File: src/sv/adm_pkg.sv
`timescale 1ns / 1ps
// ----------------------------------------------------------------------------
// adm_pkg
// Shared types, constants and helpers for the arcade drive mixer.
// ----------------------------------------------------------------------------
package adm_pkg;

    localparam int AXIS_WIDTH = 16;
    localparam int AXIS_DOWN  = (AXIS_WIDTH > 16) ? AXIS_WIDTH - 16 : 0;
    localparam int AXIS_UP    = (AXIS_WIDTH < 16) ? 16 - AXIS_WIDTH : 0;

    localparam int CFG_IDX_W  = 4;
    localparam int CFG_DATA_W = 16;

    localparam logic [14:0] FWD_DB_RST    = 15'd1638;
    localparam logic [14:0] TURN_DB_RST   = 15'd5571;
    localparam logic [15:0] GAIN_RST      = 16'd19497;
    localparam logic [14:0] BIAS_RST      = 15'd6783;
    localparam logic [14:0] REDUCTION_RST = 15'd15729;
    localparam logic [7:0]  RAMP_INIT_RST = 8'd60;
    localparam logic [7:0]  RAMP_HIGH_RST = 8'd40;
    localparam logic [7:0]  RAMP_LOW_RST  = 8'd80;

    localparam logic [15:0] UNITY_Q15 = 16'd32768;

    typedef enum logic [2:0] {
        FUNC_AXES      = 3'd0,
        FUNC_ADD_FWD   = 3'd1,
        FUNC_ADD_TURN  = 3'd2,
        FUNC_LEFT_OFF  = 3'd3,
        FUNC_RIGHT_OFF = 3'd4,
        FUNC_BUTTON    = 3'd5
    } func_t;

    typedef enum logic [CFG_IDX_W-1:0] {
        CFG_FWD_DB    = 4'd0,
        CFG_TURN_DB   = 4'd1,
        CFG_GAIN      = 4'd2,
        CFG_BIAS      = 4'd3,
        CFG_REDUCTION = 4'd4,
        CFG_RAMP_INIT = 4'd5,
        CFG_RAMP_HIGH = 4'd6,
        CFG_RAMP_LOW  = 4'd7
    } cfg_idx_t;

    typedef enum logic [3:0] {
        OP_NONE,
        OP_LOAD,
        OP_FWD,
        OP_GAIN,
        OP_BIAS,
        OP_SQ,
        OP_RED,
        OP_RVAL,
        OP_SCALE,
        OP_TURN,
        OP_UPD,
        OP_MIX
    } dp_op_t;

    typedef struct packed {
        logic [14:0] fwd_db;
        logic [14:0] turn_db;
        logic [15:0] gain;
        logic [14:0] bias;
        logic [14:0] reduction;
        logic [7:0]  ramp_high;
        logic [7:0]  ramp_low;
    } cfg_t;

    typedef struct packed {
        logic       en;
        logic [7:0] value;
    } ramp_wr_t;

    typedef struct packed {
        dp_op_t op;
    } ctrl_cmd_t;

    typedef struct packed {
        logic out_full;
        logic trn_act;
    } dp_status_t;

    function automatic logic signed [15:0] axis_q15(input logic signed [AXIS_WIDTH-1:0] raw);
        logic signed [31:0] wide;
        logic signed [31:0] down;
        wide = 32'(raw);
        down = wide >>> AXIS_DOWN;
        return down[15:0] <<< AXIS_UP;
    endfunction

    function automatic logic signed [17:0] sat_state(input logic signed [21:0] v);
        if (v > 22'sd131071)
            return 18'sh1FFFF;
        else if (v < -22'sd131072)
            return 18'sh20000;
        else
            return v[17:0];
    endfunction

    function automatic logic signed [15:0] sat_cmd(input logic signed [19:0] v);
        if (v > 20'sd32767)
            return 16'sh7FFF;
        else if (v < -20'sd32768)
            return 16'sh8000;
        else
            return v[15:0];
    endfunction

endpackage

File: src/sv/arcade_drive_mixer.sv
`timescale 1ns / 1ps
// ----------------------------------------------------------------------------
// arcade_drive_mixer
// Fixed-point arcade drive mixer with deadbands, offsets and gear shifting.
// ----------------------------------------------------------------------------
// One transaction in gives one transaction out. An axis transaction (func 0)
// with the turn axis outside its deadband runs the whole turn path; inside the
// turn deadband it goes from the gain step straight to the mix; every other
// func takes a single update step before the mix. The single shared multiplier
// is stepped by the controller through the forward square, gain, curve square,
// reduction and scale products. The result sits in an output register, so
// the next transaction is accepted while a finished one waits to be taken.
// Configuration writes take effect on the next edge and belong in idle time.
module arcade_drive_mixer
    import adm_pkg::*;
(
    input  logic                         clk,
    input  logic                         rst_n,
    input  logic                         cfg_we,
    input  logic [CFG_IDX_W-1:0]         cfg_index,
    input  logic [CFG_DATA_W-1:0]        cfg_data,
    input  logic                         in_valid,
    output logic                         in_ready,
    input  logic [2:0]                   func,
    input  logic signed [AXIS_WIDTH-1:0] x_axis,
    input  logic signed [AXIS_WIDTH-1:0] y_axis,
    input  logic signed [16:0]           amount,
    input  logic                         button,
    output logic                         out_valid,
    input  logic                         out_ready,
    output logic signed [15:0]           left_cmd,
    output logic signed [15:0]           right_cmd,
    output logic                         forward_active,
    output logic                         turn_active,
    output logic                         low_gear,
    output logic [7:0]                   ramp_rate
);

    cfg_t       cfg;
    ramp_wr_t   ramp_wr;
    ctrl_cmd_t  cmd;
    dp_status_t status;

    adm_regs u_regs (
        .clk       (clk),
        .rst_n     (rst_n),
        .cfg_we    (cfg_we),
        .cfg_index (cfg_index),
        .cfg_data  (cfg_data),
        .cfg       (cfg),
        .ramp_wr   (ramp_wr)
    );

    adm_ctrl u_ctrl (
        .clk       (clk),
        .rst_n     (rst_n),
        .in_valid  (in_valid),
        .in_ready  (in_ready),
        .func      (func),
        .out_ready (out_ready),
        .status    (status),
        .cmd       (cmd)
    );

    adm_dp u_dp (
        .clk            (clk),
        .rst_n          (rst_n),
        .cmd            (cmd),
        .status         (status),
        .cfg            (cfg),
        .ramp_wr        (ramp_wr),
        .func           (func),
        .x_axis         (x_axis),
        .y_axis         (y_axis),
        .amount         (amount),
        .button         (button),
        .out_ready      (out_ready),
        .out_valid      (out_valid),
        .left_cmd       (left_cmd),
        .right_cmd      (right_cmd),
        .forward_active (forward_active),
        .turn_active    (turn_active),
        .low_gear       (low_gear),
        .ramp_rate      (ramp_rate)
    );

endmodule

File: src/sv/adm_regs.sv
`timescale 1ns / 1ps
// ----------------------------------------------------------------------------
// adm_regs
// Configuration register bank; flags ramp_initial writes for the ramp state.
// ----------------------------------------------------------------------------
module adm_regs
    import adm_pkg::*;
(
    input  logic                  clk,
    input  logic                  rst_n,
    input  logic                  cfg_we,
    input  logic [CFG_IDX_W-1:0]  cfg_index,
    input  logic [CFG_DATA_W-1:0] cfg_data,
    output cfg_t                  cfg,
    output ramp_wr_t              ramp_wr
);

    cfg_t cfg_reg;

    always_ff @(posedge clk or negedge rst_n)
    begin
        if (!rst_n)
        begin
            cfg_reg.fwd_db    <= FWD_DB_RST;
            cfg_reg.turn_db   <= TURN_DB_RST;
            cfg_reg.gain      <= GAIN_RST;
            cfg_reg.bias      <= BIAS_RST;
            cfg_reg.reduction <= REDUCTION_RST;
            cfg_reg.ramp_high <= RAMP_HIGH_RST;
            cfg_reg.ramp_low  <= RAMP_LOW_RST;
        end
        else if (cfg_we)
        begin
            unique case (cfg_index)
                CFG_FWD_DB:    cfg_reg.fwd_db    <= cfg_data[14:0];
                CFG_TURN_DB:   cfg_reg.turn_db   <= cfg_data[14:0];
                CFG_GAIN:      cfg_reg.gain      <= cfg_data;
                CFG_BIAS:      cfg_reg.bias      <= cfg_data[14:0];
                CFG_REDUCTION: cfg_reg.reduction <= cfg_data[14:0];
                CFG_RAMP_HIGH: cfg_reg.ramp_high <= cfg_data[7:0];
                CFG_RAMP_LOW:  cfg_reg.ramp_low  <= cfg_data[7:0];
                default:       ;
            endcase
        end
    end

    assign cfg           = cfg_reg;
    assign ramp_wr.en    = cfg_we && (cfg_index == CFG_RAMP_INIT);
    assign ramp_wr.value = cfg_data[7:0];

endmodule

File: src/sv/adm_dp.sv
`timescale 1ns / 1ps
// ----------------------------------------------------------------------------
// adm_dp
// Datapath: drive state, shared multiplier, axis shaping and output register.
// ----------------------------------------------------------------------------
module adm_dp
    import adm_pkg::*;
(
    input  logic                         clk,
    input  logic                         rst_n,
    input  ctrl_cmd_t                    cmd,
    output dp_status_t                   status,
    input  cfg_t                         cfg,
    input  ramp_wr_t                     ramp_wr,
    input  logic [2:0]                   func,
    input  logic signed [AXIS_WIDTH-1:0] x_axis,
    input  logic signed [AXIS_WIDTH-1:0] y_axis,
    input  logic signed [16:0]           amount,
    input  logic                         button,
    input  logic                         out_ready,
    output logic                         out_valid,
    output logic signed [15:0]           left_cmd,
    output logic signed [15:0]           right_cmd,
    output logic                         forward_active,
    output logic                         turn_active,
    output logic                         low_gear,
    output logic [7:0]                   ramp_rate
);

    // transaction fields
    logic [2:0]         func_reg;
    logic signed [16:0] amt_reg;
    logic               btn_reg;
    logic [15:0]        d_reg;
    logic [15:0]        a_reg;
    logic               fwd_act_reg;
    logic               fwd_neg_reg;
    logic               trn_act_reg;
    logic               trn_neg_reg;

    // drive state
    logic signed [17:0] fwd_spd_reg;
    logic signed [17:0] turn_spd_reg;
    logic signed [17:0] loff_reg;
    logic signed [17:0] roff_reg;
    logic               fwd_flag_reg;
    logic               turn_flag_reg;
    logic               armed_reg;
    logic               gear_low_reg;
    logic [7:0]         ramp_reg;

    // work registers
    logic [36:0]        prod_reg;
    logic [36:0]        prod_next;
    logic [15:0]        absf_reg;
    logic [16:0]        absv_reg;
    logic [19:0]        mag_reg;
    logic [15:0]        r_reg;

    // output register
    logic               out_valid_reg;
    logic signed [15:0] left_reg;
    logic signed [15:0] right_reg;
    logic               fwd_out_reg;
    logic               turn_out_reg;
    logic               gear_out_reg;
    logic [7:0]         ramp_out_reg;

    logic signed [15:0] y_q;
    logic signed [15:0] x_q;
    logic signed [16:0] y_w;
    logic signed [16:0] y_n;
    logic signed [16:0] x_w;
    logic signed [16:0] x_n;
    logic signed [16:0] db_w;
    logic signed [16:0] tdb_w;
    logic               y_pos;
    logic               y_neg;
    logic               x_pos;
    logic               x_neg;
    logic signed [16:0] d_w;
    logic signed [16:0] a_w;

    logic [19:0]        mul_a;
    logic [16:0]        mul_b;
    logic               mul_en;

    logic [15:0]        rf;
    logic signed [17:0] fwd_val;
    logic [17:0]        c_val;
    logic signed [18:0] v_val;
    logic signed [18:0] v_abs;
    logic [15:0]        red_val;
    logic [20:0]        t_val;
    logic signed [21:0] t_sgn;
    logic signed [21:0] fwd_sum;
    logic signed [21:0] turn_sum;
    logic signed [21:0] loff_sum;
    logic signed [21:0] roff_sum;
    logic signed [19:0] left_sum;
    logic signed [19:0] right_sum;

    always_comb
    begin
        y_q   = axis_q15(y_axis);
        x_q   = axis_q15(x_axis);
        y_w   = 17'(y_q);
        x_w   = 17'(x_q);
        y_n   = -y_w;
        x_n   = -x_w;
        db_w  = $signed({2'b00, cfg.fwd_db});
        tdb_w = $signed({2'b00, cfg.turn_db});
        y_pos = (y_w >= db_w);
        y_neg = (y_n >= db_w);
        x_pos = (x_w >= tdb_w);
        x_neg = (x_n >= tdb_w);
        d_w   = y_pos ? (y_w - db_w) : (y_n - db_w);
        a_w   = x_pos ? x_w : x_n;
    end

    always_comb
    begin
        mul_a  = '0;
        mul_b  = '0;
        mul_en = 1'b1;
        case (cmd.op)
            OP_FWD:
            begin
                mul_a = {4'b0, d_reg};
                mul_b = {1'b0, d_reg};
            end
            OP_GAIN:
            begin
                mul_a = {4'b0, cfg.gain};
                mul_b = {1'b0, a_reg};
            end
            OP_SQ:
            begin
                mul_a = {3'b0, absv_reg};
                mul_b = absv_reg;
            end
            OP_RED:
            begin
                mul_a = {5'b0, cfg.reduction};
                mul_b = {1'b0, absf_reg};
            end
            OP_SCALE:
            begin
                mul_a = mag_reg;
                mul_b = {1'b0, r_reg};
            end
            default: mul_en = 1'b0;
        endcase
        prod_next = {17'b0, mul_a} * {20'b0, mul_b};
    end

    always_comb
    begin
        rf       = 16'((prod_reg + 37'd16384) >> 15);
        fwd_val  = !fwd_act_reg ? 18'sd0 :
                   fwd_neg_reg  ? -$signed({2'b00, rf}) : $signed({2'b00, rf});
        c_val    = 18'((prod_reg + 37'd8192) >> 14);
        v_val    = $signed({1'b0, c_val}) - $signed({4'b0, cfg.bias});
        v_abs    = (v_val < 0) ? -v_val : v_val;
        red_val  = 16'((prod_reg + 37'd16384) >> 15);
        t_val    = 21'((prod_reg + 37'd16384) >> 15);
        t_sgn    = trn_neg_reg ? -$signed({1'b0, t_val}) : $signed({1'b0, t_val});
        fwd_sum  = 22'(fwd_spd_reg) + 22'(amt_reg);
        turn_sum = 22'(turn_spd_reg) + 22'(amt_reg);
        loff_sum = 22'(loff_reg) + 22'(amt_reg);
        roff_sum = 22'(roff_reg) + 22'(amt_reg);
        left_sum  = 20'(fwd_spd_reg) + 20'(turn_spd_reg) + 20'(loff_reg);
        right_sum = -(20'(fwd_spd_reg) - 20'(turn_spd_reg) + 20'(roff_reg));
    end

    always_ff @(posedge clk)
    begin
        if (mul_en)
            prod_reg <= prod_next;
        case (cmd.op)
            OP_LOAD:
            begin
                func_reg    <= func;
                amt_reg     <= amount;
                btn_reg     <= button;
                d_reg       <= d_w[15:0];
                a_reg       <= a_w[15:0];
                fwd_act_reg <= y_pos || y_neg;
                fwd_neg_reg <= !y_pos;
                trn_act_reg <= x_pos || x_neg;
                trn_neg_reg <= !x_pos;
            end
            OP_GAIN:  absf_reg <= fwd_act_reg ? rf : 16'd0;
            OP_BIAS:  absv_reg <= v_abs[16:0];
            OP_RED:   mag_reg  <= 20'((prod_reg + 37'd16384) >> 15);
            OP_RVAL:  r_reg    <= UNITY_Q15 - red_val;
            default:  ;
        endcase
    end

    always_ff @(posedge clk or negedge rst_n)
    begin
        if (!rst_n)
        begin
            fwd_spd_reg   <= '0;
            turn_spd_reg  <= '0;
            loff_reg      <= '0;
            roff_reg      <= '0;
            fwd_flag_reg  <= 1'b0;
            turn_flag_reg <= 1'b0;
            armed_reg     <= 1'b0;
            gear_low_reg  <= 1'b0;
            ramp_reg      <= RAMP_INIT_RST;
        end
        else if (ramp_wr.en)
        begin
            ramp_reg <= ramp_wr.value;
        end
        else
        begin
            case (cmd.op)
                OP_GAIN:
                begin
                    fwd_spd_reg   <= fwd_val;
                    fwd_flag_reg  <= fwd_act_reg;
                    turn_flag_reg <= trn_act_reg;
                    loff_reg      <= '0;
                    roff_reg      <= '0;
                    if (!trn_act_reg)
                        turn_spd_reg <= '0;
                end
                OP_TURN: turn_spd_reg <= sat_state(t_sgn);
                OP_UPD:
                begin
                    case (func_reg)
                        FUNC_ADD_FWD:  fwd_spd_reg  <= sat_state(fwd_sum);
                        FUNC_ADD_TURN: turn_spd_reg <= sat_state(turn_sum);
                        FUNC_LEFT_OFF:
                        begin
                            if (amt_reg < 0)
                                loff_reg <= sat_state(loff_sum);
                            else
                                roff_reg <= sat_state(roff_sum);
                        end
                        FUNC_RIGHT_OFF:
                        begin
                            if (amt_reg < 0)
                                roff_reg <= sat_state(roff_sum);
                            else
                                loff_reg <= sat_state(loff_sum);
                        end
                        FUNC_BUTTON:
                        begin
                            if (btn_reg)
                            begin
                                if (armed_reg)
                                begin
                                    gear_low_reg <= !gear_low_reg;
                                    ramp_reg     <= gear_low_reg ? cfg.ramp_high : cfg.ramp_low;
                                    armed_reg    <= 1'b0;
                                end
                            end
                            else
                            begin
                                armed_reg <= 1'b1;
                            end
                        end
                        default: ;
                    endcase
                end
                default: ;
            endcase
        end
    end

    always_ff @(posedge clk or negedge rst_n)
    begin
        if (!rst_n)
            out_valid_reg <= 1'b0;
        else if (cmd.op == OP_MIX)
            out_valid_reg <= 1'b1;
        else if (out_ready)
            out_valid_reg <= 1'b0;
    end

    always_ff @(posedge clk)
    begin
        if (cmd.op == OP_MIX)
        begin
            left_reg     <= sat_cmd(left_sum);
            right_reg    <= sat_cmd(right_sum);
            fwd_out_reg  <= fwd_flag_reg;
            turn_out_reg <= turn_flag_reg;
            gear_out_reg <= gear_low_reg;
            ramp_out_reg <= ramp_reg;
        end
    end

    assign status.out_full = out_valid_reg;
    assign status.trn_act  = trn_act_reg;

    assign out_valid      = out_valid_reg;
    assign left_cmd       = left_reg;
    assign right_cmd      = right_reg;
    assign forward_active = fwd_out_reg;
    assign turn_active    = turn_out_reg;
    assign low_gear       = gear_out_reg;
    assign ramp_rate      = ramp_out_reg;

    a_mix_valid: assert property (@(posedge clk) disable iff (!rst_n)
        cmd.op == OP_MIX |=> out_valid_reg)
        else $error("result register empty after mix");

    a_fwd_idle: assert property (@(posedge clk) disable iff (!rst_n)
        (cmd.op == OP_GAIN && !fwd_act_reg && !ramp_wr.en) |=>
        (fwd_spd_reg == '0 && !fwd_flag_reg))
        else $error("forward speed not cleared inside deadband");

    a_scale_nonzero: assert property (@(posedge clk) disable iff (!rst_n)
        cmd.op == OP_SCALE |-> r_reg != '0)
        else $error("turn reduction factor reached zero");

endmodule

File: src/sv/adm_ctrl.sv
`timescale 1ns / 1ps
// ----------------------------------------------------------------------------
// adm_ctrl
// Controller: accepts a transaction, sequences the datapath, issues the mix.
// ----------------------------------------------------------------------------
module adm_ctrl
    import adm_pkg::*;
(
    input  logic       clk,
    input  logic       rst_n,
    input  logic       in_valid,
    output logic       in_ready,
    input  logic [2:0] func,
    input  logic       out_ready,
    input  dp_status_t status,
    output ctrl_cmd_t  cmd
);

    typedef enum logic [3:0] {
        S_IDLE,
        S_FWD,
        S_GAIN,
        S_BIAS,
        S_SQ,
        S_RED,
        S_RVAL,
        S_SCALE,
        S_TURN,
        S_UPD,
        S_MIX
    } state_t;

    state_t state_reg;
    state_t state_next;
    logic   in_ready_reg;
    logic   mix_go;

    assign mix_go = !status.out_full || out_ready;

    always_comb
    begin
        state_next = state_reg;
        cmd.op     = OP_NONE;
        unique case (state_reg)
            S_IDLE:
            begin
                if (in_valid && in_ready_reg)
                begin
                    cmd.op     = OP_LOAD;
                    state_next = (func == FUNC_AXES) ? S_FWD : S_UPD;
                end
            end
            S_FWD:
            begin
                cmd.op     = OP_FWD;
                state_next = S_GAIN;
            end
            S_GAIN:
            begin
                cmd.op     = OP_GAIN;
                state_next = status.trn_act ? S_BIAS : S_MIX;
            end
            S_BIAS:
            begin
                cmd.op     = OP_BIAS;
                state_next = S_SQ;
            end
            S_SQ:
            begin
                cmd.op     = OP_SQ;
                state_next = S_RED;
            end
            S_RED:
            begin
                cmd.op     = OP_RED;
                state_next = S_RVAL;
            end
            S_RVAL:
            begin
                cmd.op     = OP_RVAL;
                state_next = S_SCALE;
            end
            S_SCALE:
            begin
                cmd.op     = OP_SCALE;
                state_next = S_TURN;
            end
            S_TURN:
            begin
                cmd.op     = OP_TURN;
                state_next = S_MIX;
            end
            S_UPD:
            begin
                cmd.op     = OP_UPD;
                state_next = S_MIX;
            end
            S_MIX:
            begin
                if (mix_go)
                begin
                    cmd.op     = OP_MIX;
                    state_next = S_IDLE;
                end
            end
            default: state_next = S_IDLE;
        endcase
    end

    always_ff @(posedge clk or negedge rst_n)
    begin
        if (!rst_n)
        begin
            state_reg    <= S_IDLE;
            in_ready_reg <= 1'b1;
        end
        else
        begin
            state_reg    <= state_next;
            in_ready_reg <= (state_next == S_IDLE);
        end
    end

    assign in_ready = in_ready_reg;

    a_ready_idle: assert property (@(posedge clk) disable iff (!rst_n)
        in_ready_reg |-> state_reg == S_IDLE)
        else $error("ready outside idle");

    a_accept_busy: assert property (@(posedge clk) disable iff (!rst_n)
        (in_valid && in_ready_reg) |=> !in_ready_reg)
        else $error("second transaction taken while busy");

    a_mix_hold: assert property (@(posedge clk) disable iff (!rst_n)
        (state_reg == S_MIX && status.out_full && !out_ready) |=> state_reg == S_MIX)
        else $error("result overwritten before it was taken");

endmodule

File: config.mk
export PLATFORM = sky130hd
export DESIGN_NAME = arcade_drive_mixer
export DESIGN_NICKNAME = d
export VERILOG_FILES = /design/src/sv/adm_pkg.sv /design/src/sv/arcade_drive_mixer.sv /design/src/sv/adm_regs.sv /design/src/sv/adm_dp.sv /design/src/sv/adm_ctrl.sv
export SDC_FILE = /design/constraint.sdc
export NUM_CORES = 2
export LEC_CHECK = 0
export BUFFER_PORTS_ARGS = -buffer_cell sky130_fd_sc_hd__buf_4
export CAP_MARGIN = 10
export CORE_MARGIN = 5
export CORE_UTILIZATION = 40
export DETAILED_ROUTE_END_ITERATION = 10
export PLACE_DENSITY = 0.56
export SETUP_SLACK_MARGIN = 0.5
export SLEW_MARGIN = 40
export SYNTH_ARGS = -nofsm -noshare
export SYNTH_HDL_FRONTEND = slang
export SYNTH_SLANG_ARGS = --single-unit
File: constraint.sdc
create_clock -name clk -period 17.41 [get_ports clk]
set_input_delay 0.8705 -clock clk [delete_from_list [all_inputs] [get_ports clk]]
set_output_delay 0.8705 -clock clk [all_outputs]
set_load 0.02 [all_outputs]
**After elaboration in Yosys (flattened, before gate mapping)**

Index checks and enable logic that the tools add are counted.

- Bits in registers: 387
- Input bits: 78
- Output and inout bits: 45
- Logic and storage cells: 210

- $add $sub $neg: 20
- Multiply operators: 1
- $lt $le $gt $ge: 20
- Equality and inequality tests: 41
- Multiplexer cells: 51
- Bitwise logic cells: 1
- Reduce and logical (&&, ||, !) cells: 37

Operators with widths:

| cell | count |
|---|---|
| $mux W18 | 19 |
| $pmux W18 S2 | 5 |
| $gt A22 B18 Y1 const B | 5 |
| $lt A22 B18 Y1 const B | 5 |
| $pmux W20 S5 | 1 |
| $pmux W17 S5 | 1 |
| $add A18 B17 Y19 | 4 |
| $mux W16 | 4 |
| $pmux W18 S3 | 1 |
| $eq A4 B3 Y1 const B | 12 |
| $mux W8 | 6 |
| $pmux W4 S11 | 1 |
| $add A19 B18 Y20 | 2 |
| $gt A20 B16 Y1 const B | 2 |
| $lt A20 B16 Y1 const B | 2 |
| $pmux W4 S10 | 1 |
| $add A36 B15 Y36 const B | 1 |
| $mul A20 B17 Y36 | 1 |
| $ge A17 B16 Y1 | 2 |
| $neg A16 Y17 | 2 |
| $add A32 B14 Y32 const B | 1 |
| $ge A16 B16 Y1 | 2 |
| $sub A16 B16 Y16 | 2 |
| $eq A4 B4 Y1 const B | 7 |
| other kinds (36) | 82 |

**Longest topological paths before layout**

- Depth in word-level cells: 7
- Mapped depth: 33
- Gate-level depth less buffers: 29

**Hierarchy**

A second synthesis with hierarchy kept.

- Cell total of the unflattened synthesis: 3846
- Area total of the unflattened synthesis: 36334.8 um^2

Modules (own cells, without submodules):

| module | instances | cells an instance | area each (um^2) | seq. area each (um^2) |
|---|---|---|---|---|
| adm_dp | 1 | 3591 | 32397.3 | 7897.6 |
| adm_regs | 1 | 212 | 3588.4 | 2354.8 |
| adm_ctrl | 1 | 43 | 349.1 | 126.4 |

**Worst setup path after synthesis**

OpenSTA, ideal clock, no wires.

- Path kind: register to register
- Start: register u_ctrl.state_reg[0]
- End: register u_dp.prod_reg[34], data pin
- Library setup time: 0.258 ns
- Arrival: 8.445 ns
- Data required time: 17.152 ns
- Path slack: 8.707 ns
- Stages on the path, launching flop included: 32
- Path buffers: 4
- Period minus slack after synthesis: 8.703 ns
- Path through: dfrtp_1 > clkbuf_1 > nand2b_1 > nor3_1 > clkbuf_1 > clkbuf_1 > nand2_1 > nand4_1 > clkbuf_1 > nand2_1 > fa_1 > inv_1 > fa_1 > inv_1 > fa_1 > inv_1 > fa_1 > fa_1 > inv_1 > fa_1 > inv_1 > ha_1 > o21a_1 > o21a_1 > o21ai_0 > a21oi_1 > a21oi_1 > o21ai_0 > a2111oi_0 > o21bai_1 > a21oi_1 > xnor2_1

- Cells in the longest elaborated chain, start to end: 5
- Elaborated cells between the ends (all ways): 20
- Those cells by class: mul: 1; eq/ne: 15; mux: 3; reduce/logical: 1

Ends and longest elaborated chain:

| item | RTL line | source |
|---|---|---|
| start: declaration | adm_ctrl.sv:33 | `state_t state_reg;` |
| start signal: assignment | adm_ctrl.sv:119 | `state_reg <= state_next;` |
| $eq A4 B4 Y1 (tied with other cells) | adm_ctrl.sv:44 | `unique case (state_reg)` |
| $pmux W4 S11 * | adm_ctrl.sv:44 |  |
| $eq A4 B4 Y1 (tied with other cells) | adm_dp.sv:126 | `case (cmd.op)` |
| $pmux W20 S5 / $pmux W17 S5 (equally long branches) | adm_dp.sv:126 |  |
| $mul A20 B17 Y36 * | adm_dp.sv:154 | `prod_next = {17'b0, mul_a} * {20'b0, mul_b};` |
| via u_dp.prod_next[34] | adm_dp.sv:54 | `logic [36:0] prod_next;` |
| end signal: assignment | adm_dp.sv:179 | `prod_reg <= prod_next;` |
| end: declaration | adm_dp.sv:53 | `logic [36:0] prod_reg;` |

Mark *: on every way through the listed nets, which the timed path passes. The rest lies on a longest branch.
A chain may end at the register's enable or synchronous reset.

**Final worst setup path**

- Start: register u_ctrl.state_reg[3]
- End: register u_dp.prod_reg[34], data pin

Same word-level chain as after synthesis.

==> impl_results.md <==
* Status: complete, no violations
* Critical path class: reg -> reg
* GP Congestion at 0.963
* Mux contribution to synthesized area at 2.87%
* Total core area at 91400 µm²
* Htree depth at 2
* Worst Tran Pin Value at 0.862 ns
* Seq/Total Area, Yosys at 28.2%
* CTS max path bufs at 3
* Drt drc at 0
* # resized after CTS at 0
* Mapped Avg Cell Area at 9.40 µm²
* Synthesis-to-layout area growth at 10.3%
* Predominant post-synthesis flop cell: edfxtp_1
* Slew Limit Fails at 0
* Global-route wire length before repair at 174 mm
* GR Overflow Total at 0
* Simple-Gate Fraction of Synth Area at 15.4%
* RSZ-0062 raised after global routing: no
* Hold Fails Final Rpt at 0
* Clock Sinks at 374
* PortBufs at 122
* Max incr delay on CP at 0.76 ns
* Worst slew margin at 42.4%
* Post-CTS repair timing setup buffer count at 0
* Post-Syn Area at 36800 µm²
* Critical Path Most Common Cell: fa_1
* Critical path launch point type: flop
* Largest family of logic cells by synthesized area: adder cells
* Pwr dens at 189 nW/µm²
* Die Wd at 313 µm
* Die area at 98100 µm²
* Seq cells post-synth at 374
* GRT Total Usage at 22.7%
* Seq. cell area at 10400 µm²
* Total negative slack at 0 ns
* Yosys warns at 0
* Avg WL per Cell at 21.6 µm
* Final nets at 4665
* Worst-case hold slack at 0.264 ns
* CP Capture Type: flop
* Row count at 111
* # IOs at 123
* Post-Syn Instances at 3911
* DRT Pass-1 Iters at 8
* Clock-pin slew on the worst setup and hold paths at 0.06 ns
* FF-to-FF Start: u_ctrl.state_reg[3]
* Final ANT Viol Nets at 0
* Skew-Pair Late Insertion Delay at 0.58 ns
* Max reg flops at 92
* WP data arrival at 9.65 ns
* Share of layout cells above drive strength 1 at 10.5%
* CTS tree: done
* MaxCap Viol Count at 0
* Max Fclk at 107 MHz
* LEAKAGE at 17.9 nW
* Hold Path Class: in -> async
* Initial antenna violation count at 2
* Max FO, Critical Path at 51
* Post-synth EDFFs at 192
* CP endpoint: u_dp.prod_reg[34]
* Maximum VDD drop at 0.000144 V
* Worst Reg2Reg Path Length in Cells at 26
* Initial Utilization at 40.2%
* Iteration-0 DRC count of the detailed router at 2357
* CP startpoint: u_ctrl.state_reg[3]
* Crit. path cell count at 26
* # fillers at 8942
* Vias in the first global route at 29148
* Via Count at 28898
* Synth Net Count at 4594
* Flop2flop setup slack at 8.08 ns
* Worst Path Buf+Inv at 4
* Count of cell types in the netlist at 93
* Tmin final at 9.33 ns
* Compound-Gate Fraction of Synth Area at 13.9%
* Tcrit/Tclk final at 53.6%
* Number of setup violations in the final report at 0
* Xor and xnor area share after synthesis at 6.14%
* CTS Root Cell: clkbuf_16
* Routed Wire Length at 112 mm
* Vias per std cell at 5.55
* Multi-input gate area at 24100 µm²
* Die H at 313 µm
* Setup Skew at 0.0195 ns
* Worst r2r dst: u_dp.prod_reg[34]
* CP delay by family, top: adder cells
* Cts hold-fix bufs at 0
* Dpl hpwl at 90.3 mm
* Largest net degree at the start of global routing at 70
* CP max-delay cell: a222oi_1
* Post-Synth Adder-Cell Area at 27.1%
* Post-synthesis async set-or-reset flop share at 48.7%
* CTS buffer count at 44
* Worst EP required at 17.73 ns
-- per-layer routing --
layer  global-route usage (%)  vias to the layer above  wire length (µm)
met1                     30.1                    14251             48300
met3                     2.96                      185              6360
met2                     38.0                      917             52300
met4                     8.84                        0              5420
li1                         -                    13545                 -
met5                        0                        -                 0
-- report_power, final --
| part | leakage, nW | switching (W) | internal, W |
|---|---|---|---|
| Clock | 0.754 | 0.000393 | 0.000584 |
| Sequential | 3.96 | 0.000307 | 0.00137 |
| Combinational | 13.1 | 0.00308 | 0.00191 |
-- cell families after synthesis --
logic type / Yosys count
simple gates: 1189
compound gates: 770
buf+inv: 618
fa+ha+maj: 610
flops: 374
xor+xnor: 253
mux: 95
other cells: 2
-- cells in the final DEF, fill, tap and decap left out, drive strengths merged, types with 14 or more instances in the layout --
cell type  instances
a211oi            21
a21boi            14
a21o              84
a21oi            194
a221o             31
a222oi            15
a22oi             19
a31oi             33
and2              42
and3              23
and4              19
buf              157
clkbuf            62
clkinv            14
dfrtp            135
dfstp             47
edfxtp           192
fa               310
ha               295
inv              487
mux2              83
nand2            463
nand2b            61
nand3             45
nand4             40
nor2             266
nor2b             53
nor3              77
nor4              22
o21a              40
o21ai            168
o21bai            18
o22ai             20
o31ai             19
or2               16
or3               31
xnor2            174
xor2              79
-- per-stage QoR --
stage,total power [W],cell area [µm²],setup WS [ns],util (%),cells
CTS,0.00768,40500,8.04,44.3,5202
detailed placement,0.00665,39000,8.07,42.7,5121
global placement,0.00660,38900,8.16,42.6,5119
finish,0.00765,40500,8.08,44.4,5205
global route,0.00831,40500,7.44,44.4,5203
floorplan,0.00518,36800,8.71,-,3911
-- final cells by class --
type                       instances  area share, %
antenna                            2         0.0123
sequential                       374           25.6
clock buffer                      61           3.21
inverter                         485           4.49
timing repair buffer             158           3.01
multi-input combinational       2919           59.5
tap                             1186           3.66
clock inverter                    20          0.549
-- worst min path at each step --
stage	startpoint	to	slack, ns	depth (start not counted)
6_report	rst_n	u_regs.cfg[88]	0.26	1
4_1_cts	rst_n	u_regs.cfg[91]	0.28	1
3_3_place_gp	u_dp.turn_flag_reg	u_dp.turn_active	0.44	0
5_1_grt	rst_n	u_regs.cfg[88]	0.28	1
2_1_floorplan	u_dp.btn_reg	u_dp.armed_reg	0.42	1
3_5_place_dp	u_dp.ramp_reg[6]	u_dp.ramp_rate[6]	0.43	0
-- synthesized netlist by cell type, types with 33 or more instances --
library cell	n	share of area (%)
nand2_1	463	4.7
nand3_1	44	0.60
nor3_1	73	0.99
dfstp_2	47	3.4
fa_1	310	17
nand2b_1	61	1.0
a21o_1	84	1.7
nor2b_1	53	0.90
edfxtp_1	192	16
dfrtp_1	135	9.2
clkbuf_1	114	1.2
o21a_1	40	0.82
a31oi_1	33	0.56
mux2_2	83	2.5
xnor2_1	173	4.1
o21ai_0	160	2.2
ha_1	295	10
xor2_1	76	1.8
nand4_1	37	0.63
a21oi_1	194	2.6
inv_1	484	4.9
and2_1	42	0.71
nor2_1	266	2.7
Note: power is estimated with default switching activity, not from simulation.
